===== config.mk =====
export PLATFORM = sky130hd
export DESIGN_NAME = cross_neighbour_label_share
export DESIGN_NICKNAME = d
export VERILOG_FILES = /design/src/sv/cnls_pkg.sv /design/src/sv/cross_neighbour_label_share.sv
export SDC_FILE = /design/constraint.sdc
export NUM_CORES = 2
export LEC_CHECK = 0
export BUFFER_PORTS_ARGS = -buffer_cell sky130_fd_sc_hd__buf_2
export CORE_MARGIN = 3
export CORE_UTILIZATION = 50
export CTS_BUF_LIST = sky130_fd_sc_hd__clkbuf_4 sky130_fd_sc_hd__clkbuf_8
export CTS_CLUSTER_SIZE = 30
export DETAILED_ROUTE_END_ITERATION = 8
export PLACE_DENSITY = 0.65
export SLEW_MARGIN = 5
export SYNTH_ARGS = -nofsm -noshare
export SYNTH_HDL_FRONTEND = slang
export SYNTH_SLANG_ARGS = --single-unit
export TNS_END_PERCENT = 20

===== constraint.sdc =====
create_clock -name clk_i -period 5 [get_ports clk_i]
set_input_delay 0.75 -clock clk_i [delete_from_list [all_inputs] [get_ports clk_i]]
set_output_delay 0.75 -clock clk_i [all_outputs]
set_load 0.05 [all_outputs]

===== src/sv/cnls_pkg.sv =====
// Types, constants and small functions of the neighbour label share block.
// Standalone package; used by cross_neighbour_label_share and cnls_checker.
`default_nettype none

package cnls_pkg;

  localparam int MAX_WIDTH   = 64;
  localparam int MAX_HEIGHT  = 64;
  localparam int MAX_CLASSES = 16;

  localparam int COL_W   = 6;
  localparam int ROW_W   = 6;
  localparam int CLS_W   = 4;
  localparam int SHARE_W = 16;
  localparam int LAB_W   = 5;

  // One label store of three row slots, addressed as {slot, column}.
  localparam int ROWS_KEPT = 3;
  localparam int MEM_DEPTH = ROWS_KEPT * MAX_WIDTH;
  localparam int MEM_AW    = $clog2(MEM_DEPTH);

  localparam int APB_AW = 4;
  localparam int APB_DW = 32;

  localparam logic [1:0] REG_WIDTH   = 2'd0;
  localparam logic [1:0] REG_HEIGHT  = 2'd1;
  localparam logic [1:0] REG_CLASSES = 2'd2;

  localparam logic [SHARE_W-1:0] SHARE_ONE = 16'd32768;

  typedef struct packed {
    logic signed [LAB_W-1:0] label;
    logic                    frame_start;
  } cnls_in_t;

  typedef struct packed {
    logic [COL_W-1:0]   cell_col;
    logic [ROW_W-1:0]   cell_row;
    logic [CLS_W-1:0]   class_id;
    logic [SHARE_W-1:0] share;
    logic               last_of_cell;
  } cnls_out_t;

  // Negative labels and labels at or above the class count do not count.
  function automatic logic label_ok(input logic [LAB_W-1:0] lab,
                                    input logic [4:0] ncls);
    return !lab[LAB_W-1] && ({1'b0, lab[CLS_W-1:0]} < ncls);
  endfunction

  // floor(cnt * 32768 / sum) for sum 1..5, cnt 0..sum.
  function automatic logic [SHARE_W-1:0] share_q15(input logic [2:0] cnt,
                                                   input logic [2:0] sum);
    logic [SHARE_W-1:0] res;
    res = '0;
    case ({sum, cnt})
      {3'd1, 3'd1}: res = 16'd32768;
      {3'd2, 3'd1}: res = 16'd16384;
      {3'd2, 3'd2}: res = 16'd32768;
      {3'd3, 3'd1}: res = 16'd10922;
      {3'd3, 3'd2}: res = 16'd21845;
      {3'd3, 3'd3}: res = 16'd32768;
      {3'd4, 3'd1}: res = 16'd8192;
      {3'd4, 3'd2}: res = 16'd16384;
      {3'd4, 3'd3}: res = 16'd24576;
      {3'd4, 3'd4}: res = 16'd32768;
      {3'd5, 3'd1}: res = 16'd6553;
      {3'd5, 3'd2}: res = 16'd13107;
      {3'd5, 3'd3}: res = 16'd19660;
      {3'd5, 3'd4}: res = 16'd26214;
      {3'd5, 3'd5}: res = 16'd32768;
      default:      res = '0;
    endcase
    return res;
  endfunction

endpackage

`default_nettype wire


===== src/sv/cross_neighbour_label_share.sv =====
// Top level: label map line stores and per-class neighbour share output.
// Depends on cnls_pkg.
//
//  channel  | dir | handshake              | payload
//  ---------+-----+------------------------+----------------------------------
//  in       | in  | in_valid_i/in_ready_o  | in_data_i  (label, frame_start)
//  out      | out | out_valid_o/out_ready_i| out_data_o (col,row,class,share,last)
//  config   | in  | APB, pready tied high  | map_width, map_height, class_count
//
// Border cells, cells past the map and class_count 0 leave the block idle. An
// interior cell reads the single-port label store four times (registered read
// data), then emits one result per class if its centre is valid, else idles.
// Output stalls hold the emit loop; in_ready_o is low until the last result
// is loaded into the output register. Reset clears counters and config to
// 64/64/16; the label store is not cleared.
`default_nettype none

module cross_neighbour_label_share (
  input  logic                           clk_i,
  input  logic                           rst_ni,
  input  logic                           in_valid_i,
  output logic                           in_ready_o,
  input  cnls_pkg::cnls_in_t             in_data_i,
  output logic                           out_valid_o,
  input  logic                           out_ready_i,
  output cnls_pkg::cnls_out_t            out_data_o,
  input  logic                           psel,
  input  logic                           penable,
  input  logic                           pwrite,
  input  logic [cnls_pkg::APB_AW-1:0]    paddr,
  input  logic [cnls_pkg::APB_DW-1:0]    pwdata,
  output logic [cnls_pkg::APB_DW-1:0]    prdata,
  output logic                           pready
);
  import cnls_pkg::*;

  typedef enum logic [2:0] {
    ST_IDLE = 3'b001,
    ST_READ = 3'b010,
    ST_EMIT = 3'b100
  } state_e;

  // configuration
  logic [6:0] width_q, height_q;
  logic [4:0] ncls_q;
  logic [6:0] w_eff, h_eff;
  logic [4:0] ncls_eff;
  logic       apb_wr;

  assign pready = 1'b1;
  assign apb_wr = psel && penable && pwrite;

  always_ff @(posedge clk_i or negedge rst_ni) begin
    if (!rst_ni) begin
      width_q  <= 7'(MAX_WIDTH);
      height_q <= 7'(MAX_HEIGHT);
      ncls_q   <= 5'(MAX_CLASSES);
    end else if (apb_wr) begin
      unique case (paddr[3:2])
        REG_WIDTH:   width_q  <= pwdata[6:0];
        REG_HEIGHT:  height_q <= pwdata[6:0];
        REG_CLASSES: ncls_q   <= pwdata[4:0];
        default: ;
      endcase
    end
  end

  always_comb begin
    unique case (paddr[3:2])
      REG_WIDTH:   prdata = APB_DW'(width_q);
      REG_HEIGHT:  prdata = APB_DW'(height_q);
      REG_CLASSES: prdata = APB_DW'(ncls_q);
      default:     prdata = '0;
    endcase
  end

  assign w_eff    = (width_q == '0) ? 7'd1 :
                    (width_q > 7'(MAX_WIDTH)) ? 7'(MAX_WIDTH) : width_q;
  assign h_eff    = (height_q == '0) ? 7'd1 :
                    (height_q > 7'(MAX_HEIGHT)) ? 7'(MAX_HEIGHT) : height_q;
  assign ncls_eff = (ncls_q > 5'(MAX_CLASSES)) ? 5'(MAX_CLASSES) : ncls_q;

  // control state
  state_e           state_q, state_d;
  logic [COL_W-1:0] col_q;
  logic [ROW_W-1:0] row_q;
  logic [1:0]       slot_q;          // row_q mod 3
  logic [2:0]       step_q;
  logic [CLS_W-1:0] cls_q;
  logic             out_valid_q;

  // per-cell payload
  logic [COL_W-1:0] ccol_q;
  logic [ROW_W-1:0] crow_q;
  logic [1:0]       mid_slot_q, up_slot_q;
  logic [LAB_W-1:0] nbr_q [5];       // centre, left, right, up, down
  logic [2:0]       nbr_idx;
  cnls_out_t        out_q;

  // label store
  logic [LAB_W-1:0]  mem_q [MEM_DEPTH];
  logic [LAB_W-1:0]  mem_rdata_q;
  logic [MEM_AW-1:0] mem_raddr;
  logic              mem_re;

  // input side
  logic             in_xfer;
  logic [COL_W-1:0] cur_col;
  logic [ROW_W-1:0] cur_row;
  logic [1:0]       cur_slot;
  logic [LAB_W-1:0] in_lab;
  logic             col_last, col_inner, row_inner, need_out;
  logic [6:0]       col_next;

  assign in_ready_o = (state_q == ST_IDLE);
  assign in_xfer    = in_valid_i && in_ready_o;
  assign in_lab     = in_data_i.label;
  assign cur_col    = in_data_i.frame_start ? '0 : col_q;
  assign cur_row    = in_data_i.frame_start ? '0 : row_q;
  assign cur_slot   = in_data_i.frame_start ? 2'd0 : slot_q;
  assign col_next   = {1'b0, cur_col} + 7'd1;
  assign col_last   = (col_next >= w_eff);
  assign col_inner  = (cur_col != '0) && (col_next < w_eff);
  assign row_inner  = (cur_row >= ROW_W'(2)) && ({1'b0, cur_row} < h_eff);
  assign need_out   = col_inner && row_inner && (ncls_eff != '0);

  // Reads touch the two older row slots; the write goes to the current one,
  // and no write happens while reads are in flight, so no forwarding.
  always_ff @(posedge clk_i) begin
    if (in_xfer) begin
      mem_q[{cur_slot, cur_col}] <= in_lab;
    end
    if (mem_re) begin
      mem_rdata_q <= mem_q[mem_raddr];
    end
  end

  assign mem_re = (state_q == ST_READ) && (step_q < 3'd4);

  always_comb begin
    case (step_q)
      3'd0:    mem_raddr = {mid_slot_q, ccol_q};
      3'd1:    mem_raddr = {mid_slot_q, ccol_q - COL_W'(1)};
      3'd2:    mem_raddr = {mid_slot_q, ccol_q + COL_W'(1)};
      3'd3:    mem_raddr = {up_slot_q, ccol_q};
      default: mem_raddr = {mid_slot_q, ccol_q};
    endcase
  end

  // share for the class being emitted
  logic [2:0]         cnt, sum;
  logic               last_cls, emit_load, centre_ok;
  logic [SHARE_W-1:0] share;

  always_comb begin
    cnt = 3'((nbr_q[0][CLS_W-1:0] == cls_q) ? 1 : 0);
    sum = 3'd1;
    for (int k = 1; k < 5; k++) begin
      if (label_ok(nbr_q[k], ncls_eff)) begin
        sum = sum + 3'd1;
        if (nbr_q[k][CLS_W-1:0] == cls_q) begin
          cnt = cnt + 3'd1;
        end
      end
    end
  end

  assign share     = share_q15(cnt, sum);
  assign last_cls  = ({1'b0, cls_q} + 5'd1) == ncls_eff;
  assign emit_load = (state_q == ST_EMIT) && (!out_valid_q || out_ready_i);
  assign centre_ok = label_ok(nbr_q[0], ncls_eff);

  always_comb begin
    state_d = state_q;
    unique case (state_q)
      ST_IDLE: if (in_xfer && need_out) state_d = ST_READ;
      ST_READ: begin
        if (step_q == 3'd4) begin
          state_d = centre_ok ? ST_EMIT : ST_IDLE;
        end
      end
      ST_EMIT: if (emit_load && last_cls) state_d = ST_IDLE;
      default: state_d = ST_IDLE;
    endcase
  end

  always_ff @(posedge clk_i or negedge rst_ni) begin
    if (!rst_ni) begin
      state_q     <= ST_IDLE;
      col_q       <= '0;
      row_q       <= '0;
      slot_q      <= 2'd0;
      step_q      <= '0;
      cls_q       <= '0;
      out_valid_q <= 1'b0;
    end else begin
      state_q <= state_d;
      if (in_xfer) begin
        if (col_last) begin
          col_q <= '0;
          if (cur_row == ROW_W'(MAX_HEIGHT - 1)) begin
            row_q  <= '0;
            slot_q <= 2'd0;
          end else begin
            row_q  <= cur_row + ROW_W'(1);
            slot_q <= (cur_slot == 2'd2) ? 2'd0 : cur_slot + 2'd1;
          end
        end else begin
          col_q  <= col_next[COL_W-1:0];
          row_q  <= cur_row;
          slot_q <= cur_slot;
        end
      end
      if (state_q == ST_READ) begin
        step_q <= step_q + 3'd1;
      end else begin
        step_q <= '0;
      end
      if (state_q == ST_READ) begin
        cls_q <= '0;
      end else if (emit_load) begin
        cls_q <= cls_q + CLS_W'(1);
      end
      if (emit_load) begin
        out_valid_q <= 1'b1;
      end else if (out_ready_i) begin
        out_valid_q <= 1'b0;
      end
    end
  end

  // read data is registered, so it trails the read address
  assign nbr_idx = step_q - 3'd1;

  always_ff @(posedge clk_i) begin
    if (in_xfer) begin
      ccol_q     <= cur_col;
      crow_q     <= cur_row - ROW_W'(1);
      mid_slot_q <= (cur_slot == 2'd0) ? 2'd2 : cur_slot - 2'd1;
      up_slot_q  <= (cur_slot == 2'd2) ? 2'd0 : cur_slot + 2'd1;
      nbr_q[4]   <= in_lab;
    end
    if (state_q == ST_READ && step_q != '0) begin
      nbr_q[nbr_idx] <= mem_rdata_q;
    end
    if (emit_load) begin
      out_q.cell_col     <= ccol_q;
      out_q.cell_row     <= crow_q;
      out_q.class_id     <= cls_q;
      out_q.share        <= share;
      out_q.last_of_cell <= last_cls;
    end
  end

  assign out_valid_o = out_valid_q;
  assign out_data_o  = out_q;

endmodule

`default_nettype wire


-- Word level (Yosys, flattened, before mapping)
Memories as Yosys holds them, arrays and structs flattened. A register that Yosys moved wholly into a read port is not among the register bits.
Index checks and enable logic that the tools add are counted.
- bits in registers: 77
- memory bits (writable): 985
- ROM bits: 1024
- input port bits: 49
- output and inout port bits: 68
- word-level logic and storage cells: 156
- memories: 3
- $add $sub $neg: 18
- order comparisons: 13
- equal/unequal tests: 20
- muxes and demuxes: 46
- reductions and logical operators: 38
- memories (name ; words ; width ; read ports ; clocked after Yosys merged registers in ; write ports ; RTL line ; text):
    (name not given) ; 64 ; 16 ; 1 ; 1 ; 0 ; cnls_pkg.sv:55 ; case ({sum, cnt})
    mem_q ; 192 ; 5 ; 1 ; 1 ; 1 ; cross_neighbour_label_share.sv:101 ; logic [LAB_W-1:0] mem_q [MEM_DEPTH];
    nbr_q ; 5 ; 5 ; 5 ; 0 ; 1 ; cross_neighbour_label_share.sv:96 ; logic [LAB_W-1:0] nbr_q [5];
- operator list (kind ; number):
    $mux 3 ; 15
    $mux 6 ; 5
    $mux 7 ; 4
    $lt 4x5->1 ; 5
    $pmux 8 s3 ; 1
    $add 3x1->3 const B ; 7
    $pmux 7 s3 ; 1
    $eq 4x4->1 ; 5
    $logic_and 1x1->1 ; 17
    $gt 7x7->1 const B ; 2
    $logic_not 7->1 ; 2
    $mux 2 ; 7
    $add 6x1->6 const B ; 2
    $sub 6x1->6 const B ; 2
    $mux 5 ; 2
    $eq 3x2->1 const B ; 3
    $pmux 3 s3 ; 1
    $mux 1 ; 8
    $mux 4 ; 2
    $add 6x1->7 const B ; 1
    $ge 7x7->1 ; 1
    $lt 6x7->1 ; 1
    $lt 7x7->1 ; 1
    $eq 3x1->1 const B ; 2
    26 further kinds ; 38

-- Depth between registers and ports, before layout
An unclocked memory read counts as a cell.
- depth in word-level cells: 15
- mapped depth: 19
- gate-level depth less buffers: 19

-- Worst setup path before layout
No wires, ideal clock.
- kind: register -> register
- start: register ncls_q[4]
- end: register out_data_o[14] (netlist name)
- library setup time: 269 ps
- arrival: 4543 ps
- data required time: 4731 ps
- setup slack: 188 ps
- stages on the path, launching flop included: 19
- path buffers: 1
- clock period less this slack: 4812 ps
- path through: dfstp_2 -> clkbuf_1 -> nand2b_1 -> ha_1 -> a21oi_1 -> o21ai_0 -> a21oi_1 -> mux2i_1 -> inv_1 -> ha_1 -> mux2_1 -> ha_1 -> mux2_2 -> ha_1 -> mux2_2 -> ha_1 -> and2_1 -> o31ai_1 -> nand3_1
- cells in the longest elaborated chain, start to end: 14
- elaborated cells between the ends (all ways): 27
- classes of those cells: 6 x add/sub; 5 x order compare; 12 x mux; 4 x reduce/logical
- ends and longest elaborated chain (item ; RTL line ; text):
    start, declared ; cross_neighbour_label_share.sv:45 ; logic [4:0] ncls_q;
    start signal, assigned ; cross_neighbour_label_share.sv:57 ; ncls_q <= 5'(MAX_CLASSES);
    start signal, assigned ; cross_neighbour_label_share.sv:62 ; REG_CLASSES: ncls_q <= pwdata[4:0];
    $gt 5x5->1 ; cross_neighbour_label_share.sv:81 ; assign ncls_eff = (ncls_q > 5'(MAX_CLASSES)) ? 5'(MAX_CLASSES) : ncls_q;
    $mux 5 * ; cross_neighbour_label_share.sv:81 ;
    $lt 4x5->1 ; cnls_pkg.sv:47 ; return !lab[LAB_W-1] && ({1'b0, lab[CLS_W-1:0]} < ncls);
    $logic_and 1x1->1 ; cnls_pkg.sv:47 ;
    $mux 2 ; cross_neighbour_label_share.sv:159 ; if (label_ok(nbr_q[k], ncls_eff)) begin
    $add 3x1->3 ; cross_neighbour_label_share.sv:162 ; cnt = cnt + 3'd1;
    $mux 3 ; cross_neighbour_label_share.sv:161 ; if (nbr_q[k][CLS_W-1:0] == cls_q) begin
    $mux 3 ; cross_neighbour_label_share.sv:159 ;
    $add 3x1->3 ; cross_neighbour_label_share.sv:162 ;
    $mux 3 ; cross_neighbour_label_share.sv:161 ;
    $mux 3 ; cross_neighbour_label_share.sv:159 ;
    $add 3x1->3 ; cross_neighbour_label_share.sv:162 ;
    $mux 3 ; cross_neighbour_label_share.sv:161 ;
    $mux 3 ; cross_neighbour_label_share.sv:159 ;
Mark *: on every way between the ends. The rest lies on a longest branch, timed or not.
A chain may end at the register's enable or synchronous reset.

-- Worst setup path after layout
- start: register step_q[0]
- end: register mem_rdata_q[1], read port of mem_q (data pin)
- cells in the longest elaborated chain, start to end: 2
- elaborated cells between the ends (all ways): 6
- classes of those cells: 1 x order compare; 3 x eq/ne; 1 x mux; 1 x reduce/logical
- ends and longest elaborated chain (item ; RTL line ; text):
    start, declared ; cross_neighbour_label_share.sv:88 ; logic [2:0] step_q;
    start signal, assigned ; cross_neighbour_label_share.sv:215 ; step_q <= step_q + 3'd1;
    $lt 3x3->1, or another cell as far along ; cross_neighbour_label_share.sv:138 ; assign mem_re = (state_q == ST_READ) && (step_q < 3'd4);
    $logic_and 1x1->1 or $pmux 8 s3 (tied branches) ; cross_neighbour_label_share.sv:138, cross_neighbour_label_share.sv:141 ;
    end, declared ; cross_neighbour_label_share.sv:102 ; logic [LAB_W-1:0] mem_rdata_q;
Parallel ways exist; a longest one is shown, timed or not.

==> summary.md <==
| Metric | Value |
|---|---|
| Final Non-Filler Cells | `5,181` |
| Largest net degree at the start of global routing | `103` |
| GRT Util Overall | `roughly a quarter` |
| Crit end category | `register` |
| Cts bufs inserted | `174` |
| Slew headroom | `13.97%` |
| Synth Register Bits | `1,074` |
| Arr. time, crit path | `around 5400 ps` |
| Main synth FF type | `edfxtp_1` |
| Maximum vdd drop | `0.0002683 V` |
| CP Buf/Inv Count | `4` |
| Layout cells sized above 1 | `12.47%` |
| Sequential share of the synthesized area | `69.40%` |
| Post-DRT Antenna Nets | `0` |
| Initial core utilization | `50.82%` |
| Largest cells by area after synthesis | `edfxtp_1 67%, nand2_1 7.8%, nand3_1 3.9%, dfrtp_1 2.2%, nor2_1 2.0%` |
| CP Max Fanout | `28` |
| TritonCTS clock tree | `done` |
| Async SR Flop Fraction | `4.097%` |
| Remaining DRCs | `0` |
| Final max-slew violation count | `0` |
| Count leader, synth | `edfxtp_1` |
| Die Span Y | `309.8 um` |
| WL per Instance | `23.15 um` |
| PD cells | `a little under 400 nW/um^2` |
| CTS Sinks | `1,074` |
| Cells after Synth | `3,767` |
| I/O Buffers | `63` |
| Via count of the first global-routing pass | `29,660` |
| Hold WS | `just over 100 ps` |
| Final WS setup | `277.9 ps` |
| GR Overflow Total | `0` |
| Leak | `approximately 18 nW` |
| Yosys top cell by area | `edfxtp_1` |
| Root Buffer | `clkbuf_8` |
| Syn avg cell area | `12.25 um^2` |
| Status | `finished clean` |
| Slew @ Worst Pin | `~1300 ps` |
| Synth warnings | `0` |
| Clock transition at path regs | `approximately 60 ps` |
| Mapped Area | `46,160 um^2` |
| Row count | `110` |
| Unique masters post-synth | `76` |
| Crit path max-delay family | `compound AO/OA/AOI/OAI gates` |
| DP HPWL | `73.36 mm` |
| Crit path cell chain | `inv_1 > ha_1 > nand2b_1 > inv_1 > fa_1 > nor2_4 > buf_4 > buf_4 > nor4_1 > a2111oi_0 > a31oi_1 > a22oi_1 > nand4_1 > o211ai_1 > o211a_1` |
| CP required | `between 5000 and 6000 ps` |
| Cells after DPL | `4,870` |
| Post-CTS setup buffer count | `0` |
| RSZ-0062 raised after global routing | `no` |
| First DRT Iteration DRCs | `between 3,000 and 4,000` |
| Endpoints failing setup | `0` |
| Layout overhead on the synthesized area | `11.01%` |
| Die ar. | `between 90,000 and 100,000 um^2` |
| Post-layout min period | `between 4000 and 5000 ps` |
| Synth cell count leaders | `1,030 x edfxtp_1, 959 x nand2_1, 360 x nand3_1` |
| # nets final | `3,980` |
| Post-Place Setup Slack | `376.5 ps` |
| Critical path class | `register to register` |
| First-pass GRT wire length | `180.8 mm` |
| Core area | `between 90,000 and 100,000 um^2` |
| Vias/cell | `5.878` |
| Setup_tns | `0 ps` |
| Max Clock Skew | `45.26 ps` |
| Die width | `309.8 um` |
| IO Count | `117` |
| WL final | `~120 mm` |
| Max Cap Viol | `0` |
| Top-area cell type share of the netlist area | `67.00%` |
| Final Hold Fails | `0` |
| Clk Latency, worst-skew pair | `roughly 840 ps` |
| Number of flops mapped to enable cells by yosys | `1,030` |
| Worst Hold Class | `primary input to async pin` |
| CTS H-tree depth | `4` |
| Final period util | `94.44%` |
| Via count | `30,450` |
| Max frequency | `211.8 MHz` |
| CP Launch Type | `register` |
| Initial DRT Pass Iterations | `6` |
| CP peak stage delay | `slightly below 900 ps` |
| GP Congestion | `a little under 0.9` |
| CTS Buffer Depth | `3` |
| Antenna violations before repair | `2` |
| Critical-path top delay cell | `a2111oi_0` |
layout make-up:
class / count / area (um^2)
flip-flops and latches: 1074 / 32040
repair buffers: 183 / 1485
fillers: 7546 / 39590
multi-input cells: 2402 / 12800
inverters: 35 / 131.4
clock inverters: 67 / 386.6
clock buffers: 242 / 2930
well taps: 1176 / 1471
diodes: 2 / 5.005
routing by layer:
layer / vias to the layer above / wire length [um] / part of all wire, % / GRT usage [%]
met4: 0 / 3730 / 3.1 / 9.515
met2: 1314 / 56080 / 47 / 39.54
met5: - / 0 / 0 / 0
met1: 14970 / 49590 / 41 / 35.09
met3: 227 / 10570 / 8.8 / 5.011
li1: 13940 / - / - / -
sequential cells by signal, summed over array words and instances, names as in the netlist, 7 cells and up:
name / flops
out_data_o: 24
mem_q: 960
height_q: 7
nbr_q: 25
width_q: 7
worst reg2reg max path, stage by stage (launching register included):
cell and delay [ps]:
dfrtp_1 440, inv_1 150, ha_1 230, nand2b_1 90
inv_1 140, fa_1 480, nor2_4 200, buf_4 400
buf_4 290, nor4_1 80, a2111oi_0 870, a31oi_1 170
a22oi_1 430, nand4_1 150, o211ai_1 260, o211a_1 220
where the power goes:
part           leakage [nW]  internal, W  total (W)  switching (W)
registers              9.83      0.00999     0.0101      0.0000879
logic                  6.46     0.000915    0.00298        0.00207
clock network          1.74      0.00388    0.00730        0.00341
cell usage in the layout (no fill, tap or decap), types with 7 or more instances in the layout:
master,instances
ha_1,59
a32oi_1,11
a21o_1,11
nand2b_1,23
xor2_1,17
a311o_1,10
mux2_2,27
nand4_1,15
o211ai_1,7
and3_1,73
buf_2,58
a311oi_1,73
nor3_1,31
buf_12,19
and2_1,9
xnor2_1,28
inv_1,34
nor4_1,49
buf_4,101
a2111oi_0,26
nor2b_1,13
a31oi_1,37
a21oi_1,83
nor3b_1,7
nand2_1,959
clkinv_1,43
o31ai_1,9
nand3_1,360
nor2_1,237
edfxtp_1,1030
clkbuf_8,178
conb_1,26
clkbuf_4,64
mux2i_1,46
dfrtp_1,40
o21ai_0,50
clkinv_2,10
stage by stage:
| step | instance area [um^2] | utilization, % | power [W] |
|---|---|---|---|
| floorplan | 46250 | - | 0.01217 |
| global placement | 47920 | 52.75 | 0.01318 |
| detailed placement | 47920 | 52.75 | 0.01322 |
| CTS | 51230 | 56.40 | 0.02046 |
| global route | 51240 | 56.41 | 0.02117 |
| finish | 51240 | 56.41 | 0.02036 |
path summary, 6_finish.rpt:
check | startpoint | endpoint | slack [ps] | cells past startpoint
max in group asynchronous | rst_ni | step_q[2] | 4190 | 1
max | step_q[0] | mem_rdata_q[1] | 280 | 15
min in group clk_i | pwdata[6] | width_q[6] | 160 | 3
min | rst_ni | row_q[3] | 100 | 1
max reg2reg | step_q[0] | mem_rdata_q[1] | 280 | 15
min reg2reg | crow_q[0] | out_data_o[21] | 420 | 0
repair_timing:
action | CTS | global route
gates resized for setup | 0 | 1
endpoints found under the setup margin | 0 | 1
hold endpoints to repair | 0 | 0
hold buffers | 0 | 0
cell families after synthesis:
group / share of synthesized area, %
xor+xnor: 0.9405
mux: 1.727
buf+inv: 3.247
simple gates: 16.95
fa+ha+maj: 1.686
flops: 69.40
other cells: 0.01627
compound gates: 6.034
(Power assumes the default switching activity.)
